**config.mk**
```make
export PLATFORM = sky130hd
export DESIGN_NAME = mkmc_back
export DESIGN_NICKNAME = d
export VERILOG_FILES = /design/src/rtl/core/mkmc_pkg.sv /design/src/rtl/core/mkmc_back.sv
export SDC_FILE = /design/constraint.sdc
export NUM_CORES = 2
export LEC_CHECK = 0
export BUFFER_PORTS_ARGS = -buffer_cell sky130_fd_sc_hd__clkbuf_2
export CORE_MARGIN = 1.5
export CORE_UTILIZATION = 50
export CTS_CLUSTER_DIAMETER = 200
export DETAILED_ROUTE_END_ITERATION = 16
export PLACE_DENSITY = 0.78
export SYNTH_ARGS = -nofsm -noshare
export SYNTH_HDL_FRONTEND = slang
export SYNTH_SLANG_ARGS = --single-unit
```
**constraint.sdc**
```tcl
create_clock -name clk_i -period 5.5 [get_ports clk_i]
set_clock_uncertainty 0.05 [all_clocks]
set_input_delay 0.825 -clock clk_i [delete_from_list [all_inputs] [get_ports clk_i]]
set_output_delay 0.825 -clock clk_i [all_outputs]
set_load 0.1 [all_outputs]
```
**src/rtl/core/mkmc_pkg.sv**
```systemverilog
package mkmc_pkg;

  typedef enum logic [1:0] {
    CMD_KEY_BYTE = 2'd0,
    CMD_KEY_LEN  = 2'd1,
    CMD_DATA     = 2'd2,
    CMD_NONE     = 2'd3
  } cmd_e;

  localparam int unsigned SlotW    = 4;
  localparam int unsigned PosW     = 5;
  localparam int unsigned ByteW    = 8;
  localparam int unsigned KeyLenW  = 6;
  localparam int unsigned CountW   = 32;
  localparam int unsigned InDataW  = 32;
  localparam int unsigned OutDataW = 72;
  localparam int unsigned QueueDepth = 4;

  localparam logic [CountW-1:0] CountMax = '1;

  typedef struct packed {
    logic [ByteW-1:0]   data_byte;
    logic [KeyLenW-1:0] key_length;
    logic [ByteW-1:0]   key_byte;
    logic [PosW-1:0]    position;
    logic [SlotW-1:0]   slot;
  } in_fields_t;

endpackage

```
**src/rtl/core/mkmc_back.sv**
```systemverilog
module mkmc_back #(
  parameter int unsigned NUM_KEYWORDS = 16
) (
  input  logic                    clk_i,
  input  logic                    rst_ni,
  input  logic                    valid_i,
  input  logic [NUM_KEYWORDS-1:0] match_i,
  input  logic                    eod_i,
  output logic                    pop_o,
  output logic                    out_valid_o,
  input  logic                    out_ready_i,
  output logic [mkmc_pkg::OutDataW-1:0] out_data_o,
  output logic                    out_last_o
);
  import mkmc_pkg::*;

  localparam int unsigned SW = (NUM_KEYWORDS > 1) ? $clog2(NUM_KEYWORDS) : 1;
  localparam int unsigned PCW = $clog2(NUM_KEYWORDS + 1);

  typedef enum logic {
    ST_COUNT,
    ST_REPORT
  } state_e;

  state_e            state_q;
  logic [SW-1:0]     idx_q;
  logic [CountW-1:0] cnt_q [NUM_KEYWORDS];
  logic [CountW-1:0] total_q;
  logic [CountW-1:0] total_d;
  logic [PCW-1:0]    pop_cnt;
  logic [CountW:0]   total_sum;
  logic              load;
  logic              is_last;

  assign pop_o   = valid_i && (state_q == ST_COUNT);
  assign load    = !out_valid_o || out_ready_i;
  assign is_last = idx_q == SW'(NUM_KEYWORDS - 1);

  always_comb begin
    pop_cnt = '0;
    for (int s = 0; s < NUM_KEYWORDS; s++) begin
      pop_cnt = pop_cnt + PCW'(match_i[s]);
    end
    total_sum = (CountW+1)'(total_q) + (CountW+1)'(pop_cnt);
    total_d   = total_sum[CountW] ? CountMax : total_sum[CountW-1:0];
  end

  always_ff @(posedge clk_i or negedge rst_ni) begin
    if (!rst_ni) begin
      state_q     <= ST_COUNT;
      idx_q       <= '0;
      total_q     <= '0;
      out_valid_o <= 1'b0;
      out_data_o  <= '0;
      out_last_o  <= 1'b0;
      for (int s = 0; s < NUM_KEYWORDS; s++) begin
        cnt_q[s] <= '0;
      end
    end else begin
      unique case (state_q)
        ST_COUNT: begin
          if (out_valid_o && out_ready_i) begin
            out_valid_o <= 1'b0;
          end
          if (pop_o) begin
            for (int s = 0; s < NUM_KEYWORDS; s++) begin
              if (match_i[s] && cnt_q[s] != CountMax) begin
                cnt_q[s] <= cnt_q[s] + CountW'(1);
              end
            end
            total_q <= total_d;
            if (eod_i) begin
              state_q <= ST_REPORT;
              idx_q   <= '0;
            end
          end
        end
        ST_REPORT: begin
          if (load) begin
            out_valid_o <= 1'b1;
            out_data_o  <= OutDataW'({total_q, cnt_q[idx_q], SlotW'(idx_q)});
            out_last_o  <= is_last;
            if (is_last) begin
              state_q <= ST_COUNT;
              total_q <= '0;
              for (int s = 0; s < NUM_KEYWORDS; s++) begin
                cnt_q[s] <= '0;
              end
            end else begin
              idx_q <= idx_q + SW'(1);
            end
          end
        end
        default: begin
          state_q <= ST_COUNT;
        end
      endcase
    end
  end

endmodule

```
==> impl_metrics.yaml <==
status:
  status: "finished, final reports clean"
yosys:
  synthFlopType: "dfrtp_1"
  async_flop_share_pct: 100
  synth_top_area_share_pct: 41.7
  ys_ff_latch: 619
  synth.largest_area_cell: "dfrtp_1"
  synth.avg_cell_area_um2: 9.34
  yosysWarnings: 0
  yosysSeqAreaShare_pct: 41.7
  synth_area_leaders: "dfrtp_1, mux4_2, o21ai_0"
  synth-edff-count: 0
  syn_inst: 3973
  synth.distinct_cells: 84
  synth_area_mm2: 0.0371
floorplanning:
  ioPinCount: 96
  die_h_um: 275
  die_w_um: 275
  start_util_pct: 50.7
  core_mm2: 0.0732
  dieArea_mm2: 0.0759
  row_count: 99
sta:
  min_period_over_period_pct: 87.6
  fin_hold_ws_ns: 0.210
  clock.fmax_mhz: 208
  finalWorstSetupSlack_ns: 0.684
  setup_violations: 0
  maxSlewViolCount: 0
  min_period_ns: 4.82
  rsz0062_at_grt: "false"
  worst_slew_pin_slew_ns: 1.32
  fin_tns_setup_ns: 0
  hold_viol: 0
  relSlewSlack_pct: 12.1
clock_network:
  clkTransAtPathRegs_ns: 0.06
  cts_htree_levels: 3
  clkLatencyLatePin_ns: 0.64
  cts_root_buf: "clkbuf_16"
  hold_buffers: 0
  cts_buffers: 71
  cts.sinks: 619
  clockBufferDepth: 3
  cts_tree: "built"
  cts_setup_buffers: 0
  ctsResizeCount: 0
global_route:
  grt-ovfl-total: 0
  grt_max_degree: 133
  grtUsageTotal_pct: 31.1
  antenna_found_initial: 7
  grt_first_pass_wirelength_um: 183000
  grt_pass1_vias: 30900
placement:
  place_congestion: 0.990
  hpwl_um: 83800
  portBuffers: 91
  dp.cells: 4853
  place_ws_ns: 0.124
setup_path:
  critical_path_required_ns: 5.91
  critPathMaxFanout: 5
  reg2reg_from: "total_q[0]"
  critPathLaunchType: "input port"
  path_class: "in2reg"
  regToRegEndpoint: "total_q[13]"
  ff2ff_setup_slack_ns: 1.26
  critPathArrivalTime_ns: 5.23
  rr_worst_depth: 13
  endpoint_kind: "flip-flop"
drt:
  drc: 0
  vias: 33700
  via_per_inst: 6.77
  drt-total-wl_um: 118000
  drt_iter0_markers: 4832
  drtPass1Iterations: 8
  wl_per_cell_um: 23.6
  postRouteAntennaNets: 0
finish:
  antenna-diode-count: 0
  layout_common_cells: "dfrtp_1, nand2_1, o21ai_0, nor2_1, nand3_1"
  final_common_cell: "dfrtp_1"
  finalNetCount: 4025
  synthToLayoutAreaGrowth_pct: 10.8
  utilization_pct: 56.2
  finalNonFillerCells: 4983
  drive_above_1_share_pct: 13.0
run:
  maxCapViolCount: 0
pwr:
  leakagePower_uw: 0.0171
  combPwrFrac_pct: 28.5
  ir_drop_mv: 0.482
  p_int_uw: 9980
  p_seq_share_pct: 36.3
  p_sw_share_pct: 36.5
  pwr-share-clk_pct: 35.2
  power.density_mw_per_mm2: 382
  p_switching_uw: 5740
worst_hold_path:
  hold_class: "in2async"
==> cell families after synthesis <==
group	after synthesis	synth area share (%)
other	1	0.0101
xor gates and xnor gates	153	3.61
and+or+nand+nor	1765	24.4
muxes	264	12.3
adders and majority gates	37	1.49
buffers and inverters	309	3.40
AOI/OAI and AO/OA	825	13.1
DFF	619	41.7
==> per-stage QoR <==
stage | area (um^2) | total power [uW]
global route | 41100 | 16300
floorplan | 37100 | 8850
detailed placement | 38400 | 10200
CTS | 41100 | 15700
global placement | 38400 | 10000
finish | 41100 | 15700
==> power groups by stage <==
stage,Clock (uW),Sequential [uW],Combinational [uW]
floorplan,0,6030,2820
global placement,0,5710,4340
detailed placement,0,5740,4420
CTS,5560,5660,4430
global route,5750,5750,4800
finish,5530,5700,4490
==> layout make-up <==
cell class                      count  area (um^2)
Clock buffer                       93         2060
Fill cell                        6151        32100
Tap cell                          959         1200
Timing Repair Buffer              144          938
Multi-Input combinational cell   3048        20400
Sequential cell                   619        15500
Inverter                           83          312
Clock inverter                     37          679
==> per-layer routing <==
layer | vias up | GRT usage [%] | wire (um)
met2 | 2124 | 45.6 | 51300
met4 | 12 | 13.4 | 5490
met1 | 16400 | 42.9 | 45200
met5 | - | 0 | 95
met3 | 335 | 9.21 | 15700
li1 | 14800 | - | -
==> flip-flops by register name, summed over array words and instances, names as in the netlist <==
name / cells
cnt_q: 512
state_q: 1
idx_q: 4
out_valid_o: 1
total_q: 32
out_data_o: 68
out_last_o: 1
==> cell usage after synthesis, types with 97 or more instances <==
master    number
nor4_1        97
nor2_1       334
nand2_1      396
nor3_1       195
a21oi_1      159
o21ai_0      363
clkbuf_1     162
nand3_1      235
mux4_2       146
nand4_1      147
dfrtp_1      619
and3_1       100
==> worst max-delay path, stage by stage <==
cell      delay (ns)
clkbuf_2        0.10
fa_1            0.54
inv_1           0.09
fa_1            0.61
fa_1            0.47
fa_1            0.51
fa_1            0.20
inv_1           0.06
fa_1            0.42
a211oi_1        0.32
o21bai_1        0.13
nand2_1         0.15
o21ai_0         0.27
nor3_1          0.39
a221oi_1        0.15
==> how the worst max path moves through the flow <==
stage | start | to | slack (ns) | cells after the start
2_1_floorplan | match_i[5] | total_q[28] | 0.51 | 15
3_3_place_gp | match_i[11] | total_q[11] | 0.22 | 15
3_5_place_dp | match_i[11] | total_q[13] | 0.12 | 15
4_1_cts | match_i[11] | total_q[13] | 0.80 | 15
5_1_grt | match_i[11] | total_q[29] | 0.58 | 14
6_report | match_i[11] | total_q[13] | 0.68 | 15
No activity file was read; power rests on OpenSTA's default activity.
