`src/rtl/core/mkmc_pkg.sv`:
```
package mkmc_pkg;

  typedef enum logic [1:0] {
    CMD_KEY_BYTE = 2'd0,
    CMD_KEY_LEN  = 2'd1,
    CMD_DATA     = 2'd2,
    CMD_NONE     = 2'd3
  } cmd_e;

  localparam int unsigned SlotW    = 4;
  localparam int unsigned PosW     = 5;
  localparam int unsigned ByteW    = 8;
  localparam int unsigned KeyLenW  = 6;
  localparam int unsigned CountW   = 32;
  localparam int unsigned InDataW  = 32;
  localparam int unsigned OutDataW = 72;
  localparam int unsigned QueueDepth = 4;

  localparam logic [CountW-1:0] CountMax = '1;

  typedef struct packed {
    logic [ByteW-1:0]   data_byte;
    logic [KeyLenW-1:0] key_length;
    logic [ByteW-1:0]   key_byte;
    logic [PosW-1:0]    position;
    logic [SlotW-1:0]   slot;
  } in_fields_t;

endpackage

```
`src/rtl/core/mkmc_queue.sv`:
```
module mkmc_queue #(
  parameter int unsigned WIDTH = 17
) (
  input  logic             clk_i,
  input  logic             rst_ni,
  input  logic             push_i,
  input  logic [WIDTH-1:0] data_i,
  output logic             full_o,
  input  logic             pop_i,
  output logic             valid_o,
  output logic [WIDTH-1:0] data_o
);
  import mkmc_pkg::*;

  localparam int unsigned PW = $clog2(QueueDepth);

  logic [WIDTH-1:0] mem_q [QueueDepth];
  logic [PW-1:0]    wr_q, rd_q;
  logic [PW:0]      count_q;
  logic             do_pop;

  assign full_o  = count_q == (PW+1)'(QueueDepth);
  assign valid_o = count_q != '0;
  assign data_o  = mem_q[rd_q];
  assign do_pop  = pop_i && valid_o;

  always_ff @(posedge clk_i) begin
    if (push_i) begin
      mem_q[wr_q] <= data_i;
    end
  end

  always_ff @(posedge clk_i or negedge rst_ni) begin
    if (!rst_ni) begin
      wr_q    <= '0;
      rd_q    <= '0;
      count_q <= '0;
    end else begin
      if (push_i) begin
        wr_q <= wr_q + PW'(1);
      end
      if (do_pop) begin
        rd_q <= rd_q + PW'(1);
      end
      if (push_i && !do_pop) begin
        count_q <= count_q + (PW+1)'(1);
      end else if (!push_i && do_pop) begin
        count_q <= count_q - (PW+1)'(1);
      end
    end
  end

endmodule

```
`config.mk`:
```
export PLATFORM = sky130hd
export DESIGN_NAME = mkmc_queue
export DESIGN_NICKNAME = d
export VERILOG_FILES = /design/src/rtl/core/mkmc_pkg.sv /design/src/rtl/core/mkmc_queue.sv
export SDC_FILE = /design/constraint.sdc
export NUM_CORES = 1
export LEC_CHECK = 0
export ABC_AREA = 0
export BUFFER_PORTS_ARGS = -buffer_cell sky130_fd_sc_hd__buf_2
export CAP_MARGIN = 20
export CORE_UTILIZATION = 60
export DETAILED_ROUTE_END_ITERATION = 8
export PLACE_DENSITY = 0.92
export SLEW_MARGIN = 20
export SYNTH_ARGS = -nofsm -noshare
export SYNTH_HDL_FRONTEND = slang
export SYNTH_SLANG_ARGS = --single-unit
```
`constraint.sdc`:
```
create_clock -name clk_i -period 3.2 [get_ports clk_i]
set_input_delay 0.48 -clock clk_i [delete_from_list [all_inputs] [get_ports clk_i]]
set_output_delay 0.48 -clock clk_i [all_outputs]
set_load 0.03 [all_outputs]
```
==> reports/metrics.yaml, run 1 <==
floorplan:
  row_count: 24
  dieArea_um2: 5100
  die_x_um: 71.4
  pin_count: 40
  die_h_um: 71.4
  initial_core_util_pct: 64.2
  coreArea_um2: 4500
synthesis:
  async_reset_ff_share_pct: 9.33
  syn_area_um2: 2890
  ys.flop_type: "edfxtp_1"
  avgSynthCellArea_um2: 23.5
  syn-instance-count: 123
  yosysWarningCount: 0
  synth_edf_count: 68
  syn_nets: 150
  seq_area_frac_synth_pct: 76.6
  synth_cell_type_count: 20
  ys_ff_latch: 75
route:
  drc: 0
  routed_wl_mm: 4.68
  wl_per_cell_um: 20.5
  viasPerCell: 5.81
  via_count: 1325
  drt_iter0_drc: 152
  ant_nets: 0
  firstDrtPassIters: 4
worst_setup_path:
  cp-startpoint: "rd_q[0]$_DFFE_PN0P_"
  path_cells: "buf_4 > mux4_1 > buf_2"
  cp.arrival_ns: 1.90
  cpLargestDelayFamily: "multiplexers"
  cp_max_fo: 17
  crit_type: "flip-flop to output port"
  critPathSlowestCell: "mux4_1"
  start_kind: "flip-flop"
  r2r_end: "count_q[2]$_DFFE_PN0P_"
  path_buf_inv: 2
  required_ns: 2.72
  end_kind: "output port"
  r2r_slack_ns: 1.01
  critPathMaxStageDelay_ns: 0.62
  reg2reg_depth: 8
  r2r_start: "count_q[0]$_DFFE_PN0P_"
  critical_path_depth: 3
  crit_path_end: "data_o[15]"
clock_tree:
  cts_buffers: 9
  cts_resized: 0
  path_clk_slew_ns: 0.08
  cts_buffer_depth: 2
  cts.sinks: 75
  cts_max_level: 3
  postCtsSetupRepairBufs: 0
  clock_latency_ns: 0.34
  cts_tree: "built"
  clockRootBuffer: "clkbuf_8"
sta:
  slew_headroom_pct: 39.7
  clock.fmax_mhz: 420
  tightest_slew_ns: 0.905
  rsz0062_at_grt: "false"
  fin_tns_setup_ns: 0
  slew_viol_final: 0
  setup_violations: 0
  fin_crit_sh_pct: 74.4
  layout_min_cycle_time_ns: 2.38
  final.setup_skew_ns: 0.00796
  hold_viol_final: 0
layout:
  diodes: 0
  drive_gt1_share_pct: 35.8
  syn2layout_area_growth_pct: 14.5
  num-nets-final: 198
  fillers: 258
global_route:
  grt_pass1_wl_mm: 7.44
  antenna_found_initial: 0
  first_global_vias: 1509
  overflow: 0
  track_usage_pct: 21.2
  grt_start_max_net_pins: 19
placement:
  hpwlAfterDp_mm: 2.87
  port_buffers: 39
  finalWeightedCongestion: 0.668
power_and_ir_drop:
  power_per_cell_area_nw_per_um2: 952
  irDropWorstVdd_uv: 612
  leakage_uw: 0.00122
  power.total_uw: 3150
flow_run:
  maxCapViolCount: 0
min_path:
  hold_path_class: "input port to flip-flop"
outcome:
  status: "completed"
flip-flops by register name (all words and copies together), names as in the netlist:
name and cells:
mem_q 68, count_q 3, rd_q 2, wr_q 2
cells in the mapped netlist (2+ instances only):
library cell   n  area [um^2]
edfxtp_1      68         2040
mux4_1         9          236
mux4_2         8          180
dfrtp_1        7          175
ha_1           5         62.6
and2_1         4         25.0
inv_1          3         11.3
xnor2_1        3         26.3
xor2_1         3         26.3
buf_2          2         10.0
nand2_1        2         7.51
placed cells by master, fill, tap and decap left out, types with 2 or more instances in the layout:
cell	count
and2_1	4
buf_2	39
clkbuf_8	9
clkinv_2	3
dfrtp_1	7
edfxtp_1	68
ha_1	5
inv_1	3
mux4_1	9
mux4_2	8
nand2_1	2
xnor2_1	3
xor2_1	3
stage by stage:
step | setup slack (ns) | instances | instance area, um^2 | util (%) | hold WS, ns
after CTS | 0.824 | 228 | 3310 | 73.6 | 0.341
after global placement | 1.20 | 211 | 3120 | 69.3 | 0.311
after global routing | 0.750 | 228 | 3310 | 73.6 | 0.343
final | 0.820 | 228 | 3310 | 73.6 | 0.354
after detailed placement | 1.02 | 211 | 3120 | 69.3 | 0.332
after floorplan | 1.02 | 123 | 2890 | - | 0.184
routing by layer:
layer / GRT usage, % / up-vias / wire length, um
met2: 34.0 / 43 / 2450
met3: 4.92 / 9 / 185
met5: 0 / - / 0
met4: 14.2 / 0 / 106
li1: - / 605 / -
met1: 26.1 / 668 / 1940
logic make-up after synthesis:
| group | after synthesis | synth area share [%] |
|---|---|---|
| flip-flops | 75 | 76.6 |
| multiplexers | 18 | 14.8 |
| AND/OR/NAND/NOR | 10 | 1.90 |
| buffers and inverters | 7 | 1.82 |
| XOR/XNOR | 6 | 1.82 |
| adder cells (fa/ha/maj) | 6 | 2.85 |
| AO/OA/AOI/OAI | 1 | 0.173 |
timing repair:
action / in CTS / in global routing
hold buffers: 1 / 0
endpoints found under the hold margin: 7 / 0
endpoints found under the setup margin: 0 / 0
final cells by class:
class	count	area [um^2]	share of cell area, %
Clock inverter	6	56.3	1.70
Clock buffer	10	128	3.85
Sequential cell	75	2220	66.9
Tap cell	52	65.1	1.96
Timing Repair Buffer	41	213	6.42
Multi-Input combinational cell	41	623	18.8
Inverter	3	11.3	0.340
worst min path at each step:
| stage | cells past startpoint | end | slack (ns) | start |
|---|---|---|---|---|
| global placement | 1 | count_q[0]$_DFFE_PN0P_ | 0.31 | rst_ni |
| CTS | 1 | mem_q[1][1]$_DFFE_PP_ | 0.34 | data_i[1] |
| floorplan | 0 | count_q[0]$_DFFE_PN0P_ | 0.18 | rst_ni |
| detailed placement | 1 | count_q[1]$_DFFE_PN0P_ | 0.33 | rst_ni |
| global route | 1 | mem_q[1][0]$_DFFE_PP_ | 0.34 | data_i[0] |
| finish | 1 | mem_q[3][0]$_DFFE_PP_ | 0.35 | data_i[0] |
report_power, final:
group	internal, uW	total (uW)	switching (uW)
clock	354	682	329
combinational	409	1050	641
sequential	1300	1420	123
Note: power is estimated with default switching activity, not from simulation.
==> run 2: changes to the inputs <==
- CORE_UTILIZATION: 60 -> 56
- PLACE_DENSITY: 0.92 -> 0.87
- clock period: 3.2 -> 2.24 ns (I/O delays scaled with it)
==> reports/metrics.yaml, run 2 (synthesis results as in run 1) <==
placement:
  port_buffers: 39  # unchanged
  dpl_worst_slack_ns: 0.123  # -0.893 ns
  dp_cells: 231  # +9.5%
  finalWeightedCongestion: 0.616  # -7.8%
  hpwlAfterDp_mm: 3.22  # +12%
  placed_cell_area_um2: 3190  # +2.2%
global_route:
  overflow: 0  # unchanged
  antenna_found_initial: 0  # unchanged
  grt_pass1_wl_mm: 7.42  # -0.28%
  first_global_vias: 1462  # -3.1%
  grt_start_max_net_pins: 18  # -1
  track_usage_pct: 20.5  # -0.72 points
layout:
  diodes: 0  # unchanged
  largest_register_ffs: 68  # unchanged
  drive_gt1_share_pct: 40.1  # +4.3 points
  final_common_cell: "edfxtp_1"
  finalNonFillerCells: 249  # +9.2%
  design_area_um2: 3460  # +4.4%
  num-nets-final: 204  # +3.0%
  regMostFlops: "mem_q"
  mostFrequentLayoutCells: "edfxtp_1, buf_2, clkbuf_8"
  syn2layout_area_growth_pct: 19.6
  top_regs: "mem_q (68), count_q (3)"
sta:
  clock.fmax_mhz: 472
  layout_min_cycle_time_ns: 2.12
  hold_viol_final: 0  # unchanged
  holdWs_ns: 0.216  # -0.138 ns
  setup_violations: 0  # unchanged
  fin_tns_setup_ns: 0  # unchanged
  postLayoutSetupSlackWorst_ns: 0.123  # -0.697 ns
  rsz0062_at_grt: "false"
  fin_crit_sh_pct: 94.5
  slew_viol_final: 0  # unchanged
  slew_headroom_pct: 73.1  # +33 points
  tightest_slew_ns: 0.404  # -0.501 ns
  final.setup_skew_ns: 0.00714  # -0.000823 ns
worst_setup_path:
  required_ns: 1.90  # -0.82 ns
  start_kind: "flip-flop"
  crit_type: "flip-flop to output port"
  cp.arrival_ns: 1.78  # -0.12 ns
  end_kind: "output port"
  cp_max_fo: 17  # unchanged
route:
  wl_per_cell_um: 19.0  # -7.7%
  viasPerCell: 5.65  # -2.7%
  drc: 0  # unchanged
  routed_wl_mm: 4.72  # +0.85%
  via_count: 1408  # +6.3%
  ant_nets: 0  # unchanged
  drt_iter0_drc: 151  # -0.66%
  firstDrtPassIters: 4  # unchanged
power_and_ir_drop:
  leakage_uw: 0.00127  # +4.7%
  irDropWorstVdd_uv: 847  # +38%
  power_per_cell_area_nw_per_um2: 1400  # +47%
floorplan:
  row_count: 25  # +4.2%
  die_x_um: 73.9  # +3.4%
  initial_core_util_pct: 59.7  # -4.6 points
  die_h_um: 73.9  # +3.4%
  dieArea_um2: 5460  # +6.9%
  coreArea_um2: 4850  # +7.6%
  pin_count: 40  # unchanged
flow_run:
  maxCapViolCount: 0  # unchanged
clock_tree:
  cts.sinks: 75  # unchanged
  cts_buffers: 9  # unchanged
  cts_tree: "built"
  cts_max_level: 3  # unchanged
  clockRootBuffer: "clkbuf_8"
  clock_latency_ns: 0.33  # about the same
  cts_buffer_depth: 2  # unchanged
  path_clk_slew_ns: 0.07  # about the same
min_path:
  hold_path_class: "input port to flip-flop"
outcome:
  status: "completed"
## run 2: changes by cell type in the layout (fill, tap and decap cells not counted), sizes merged
cell and delta:
buf +6, clkbuf +2, clkinv -4, bufinv +2
## run 2: metrics by stage
stage	util, %	total power [uW]
6_report	71.4	4850
5_1_grt	71.4	5080
4_1_cts	71.0	4870
3_5_place_dp	65.8	3650
3_3_place_gp	65.8	3540
2_1_floorplan	-	3200
## run 2: path summary, 6_finish.rpt
kind                       cells past startpoint                   start  slack [ns]                     end
min                                            1              data_i[10]        0.22  mem_q[2][10]$_DFFE_PP_
min reg2reg                                    1     rd_q[1]$_DFFE_PN0P_        0.50     rd_q[1]$_DFFE_PN0P_
max                                            3     rd_q[0]$_DFFE_PN0P_        0.12               data_o[6]
max reg2reg                                    8  count_q[0]$_DFFE_PN0P_        0.17  count_q[2]$_DFFE_PN0P_
min in group asynchronous                      2                  rst_ni        0.36     rd_q[1]$_DFFE_PN0P_
max in group asynchronous                      2                  rst_ni        1.71  count_q[0]$_DFFE_PN0P_
## run 2: area by class of cell
cell class,count,area [um^2]
Sequential cell,75,2220
Fill cell,285,1390
Multi-Input combinational cell,41,633
Timing Repair Buffer,47,270
Clock buffer,12,145
Clock inverter,4,97.6
Tap cell,67,83.8
Inverter,3,11.3
## run 2: power by group
part           total [uW]  switching, uW  internal, uW
Clock                1220            450           772
Sequential           1980            124          1850
Combinational        1650            988           661
## run 2: worst max-delay path, stage by stage, from the launching register on
cell and delay (ns):
dfrtp_1 0.45, buf_12 0.22, mux4_1 0.58, buf_2 0.20
## run 2: what timing repair did
item                       4_1_cts  5_1_grt
buffers inserted                 0        1
setup endpoints to repair        0        1
hold endpoints to repair         7        0
gates resized for setup          0        4
hold buffers                     1        0
## run 2: routing by layer
metal | GRT usage [%] | vias up | share of wire, % | wire length, um
li1 | - | 616 | - | -
met1 | 24.2 | 729 | 38 | 1810
met2 | 33.9 | 53 | 54 | 2560
met3 | 7.00 | 10 | 5.3 | 250
met4 | 9.40 | 0 | 2.1 | 99
met5 | 0 | - | 0 | 0
==> run 3: changes to the inputs <==
- CORE_UTILIZATION: 56 -> 45
- PLACE_DENSITY: 0.87 -> 0.74
- clock period: 2.24 -> 2.15 ns (I/O delays scaled with it)
==> reports/metrics.yaml, run 3 (synthesis results as in run 1) <==
sta:
  tightest_slew_ns: 0.905  # +0.501 ns
  hold_viol_final: 0  # unchanged
  setup_violations: 0  # unchanged
  final.setup_skew_ns: 0.00595  # -0.00118 ns
  slew_headroom_pct: 39.7  # -33 points
  fin_tns_setup_ns: 0  # unchanged
  fin_crit_sh_pct: 95.5
  rsz0062_at_grt: "false"
  layout_min_cycle_time_ns: 2.05
  slew_viol_final: 0  # unchanged
  clock.fmax_mhz: 487
clock_tree:
  cts_max_level: 3  # unchanged
  cts_buffer_depth: 2  # unchanged
  path_clk_slew_ns: 0.07  # about the same
  clockRootBuffer: "clkbuf_8"
  cts_buffers: 9  # unchanged
  cts_tree: "built"
  postCtsSetupRepairBufs: 0  # unchanged
  clock_latency_ns: 0.33  # about the same
  cts.sinks: 75  # unchanged
layout:
  final_common_cell: "edfxtp_1"
  largest_register_ffs: 68  # unchanged
  num-nets-final: 204  # unchanged
  top_regs: "mem_q (68), count_q (3)"
  fillers: 472  # +66%
  regMostFlops: "mem_q"
  drive_gt1_share_pct: 40.3  # +0.22 points
  syn2layout_area_growth_pct: 17.9
  diodes: 0  # unchanged
  mostFrequentLayoutCells: "edfxtp_1, buf_2, mux4_1, clkbuf_8, mux4_2"
route:
  routed_wl_mm: 4.85  # +2.6%
  wl_per_cell_um: 18.9  # -0.20%
  firstDrtPassIters: 5  # +1
  viasPerCell: 5.24  # -7.4%
  drt_iter0_drc: 50  # -67%
  ant_nets: 0  # unchanged
  drc: 0  # unchanged
  via_count: 1341  # -4.8%
power_and_ir_drop:
  power_per_cell_area_nw_per_um2: 1400  # -0.22%
  power.total_uw: 4770  # -1.7%
  irDropWorstVdd_uv: 856  # +1.1%
  leakage_uw: 0.00124  # -2.2%
worst_setup_path:
  required_ns: 1.83  # -0.07 ns
  path_buf_inv: 2  # unchanged
  start_kind: "flip-flop"
  cp_max_fo: 17  # unchanged
  end_kind: "output port"
  cpLargestDelayFamily: "multiplexers"
  cp.arrival_ns: 1.73  # -0.05 ns
  crit_type: "flip-flop to output port"
  critPathMaxStageDelay_ns: 0.58  # about the same
  path_cells: "buf_12 > mux4_1 > buf_2"
  critPathSlowestCell: "mux4_1"
floorplan:
  row_count: 28  # +12%
  dieArea_um2: 6750  # +24%
  initial_core_util_pct: 47.7  # -12 points
  die_x_um: 82.2  # +11%
  die_h_um: 82.2  # +11%
  pin_count: 40  # unchanged
  coreArea_um2: 6060  # +25%
global_route:
  grt_pass1_wl_mm: 7.20  # -3.0%
  antenna_found_initial: 0  # unchanged
  overflow: 0  # unchanged
  track_usage_pct: 16.2  # -4.2 points
  grt_start_max_net_pins: 18  # unchanged
  first_global_vias: 1419  # -2.9%
placement:
  port_buffers: 39  # unchanged
  hpwlAfterDp_mm: 3.13  # -2.8%
  finalWeightedCongestion: 0.761  # +24%
outcome:
  status: "completed"
flow_run:
  maxCapViolCount: 0  # unchanged
min_path:
  hold_path_class: "input port to flip-flop"
run 3: final timing paths:
kind / from / endpoint / slack, ns / cells past startpoint
worst max-delay path: rd_q[0]$_DFFE_PN0P_ / data_o[3] / 0.1 / 3
worst min-delay path: data_i[3] / mem_q[0][3]$_DFFE_PP_ / 0.20 / 1
worst max register to register: count_q[1]$_DFFE_PN0P_ / count_q[2]$_DFFE_PN0P_ / 0.13 / 8
worst min register to register: rd_q[1]$_DFFE_PN0P_ / rd_q[1]$_DFFE_PN0P_ / 0.49 / 1
max in group asynchronous: rst_ni / rd_q[0]$_DFFE_PN0P_ / 1.62 / 2
min in group asynchronous: rst_ni / count_q[2]$_DFFE_PN0P_ / 0.35 / 2
run 3: through the flow:
step / hold WS [ns] / area (um^2) / setup WS, ns / cells / util, %
after CTS: 0.181 / 3400 / 0.00145 / 256 / 56.2
final: 0.201 / 3410 / 0.0978 / 256 / 56.3
after global placement: 0.155 / 3210 / 0.178 / 240 / 53.0
after detailed placement: 0.173 / 3210 / 0.100 / 240 / 53.0
after floorplan: 0.0269 / 2900 / 0.0908 / 123 / -
after global routing: 0.182 / 3410 / 0.0178 / 256 / 56.3
run 3: per-layer routing:
layer / GRT usage [%] / share of wire [%] / vias to the layer above
met5: 0 / 0 / -
met4: 11.6 / 1.9 / 0
met3: 3.74 / 3.9 / 8
met2: 28.7 / 55 / 38
met1: 17.0 / 39 / 685
li1: - / - / 610
run 3: repair_timing:
action | in CTS | in global routing
endpoints found under the hold margin | 7 | 0
resized for setup | 0 | 3
endpoints found under the setup margin | 0 | 7
hold buffers | 1 | 0
run 3: final cells by class:
class / instances / area [um^2] / area share (%)
Timing Repair Buffer: 47 / 270 / 7.93
Clock inverter: 5 / 55.1 / 1.61
Clock buffer: 10 / 128 / 3.74
Sequential cell: 75 / 2220 / 65.1
Multi-Input combinational cell: 41 / 633 / 18.6
Inverter: 3 / 11.3 / 0.330
Tap cell: 75 / 93.8 / 2.75
run 3: where the power goes:
part	switching, uW	internal (uW)	leakage, uW	total [uW]
Clock	469	525	0.0000881	994
Combinational	1030	685	0.000451	1720
Sequential	121	1930	0.000706	2050
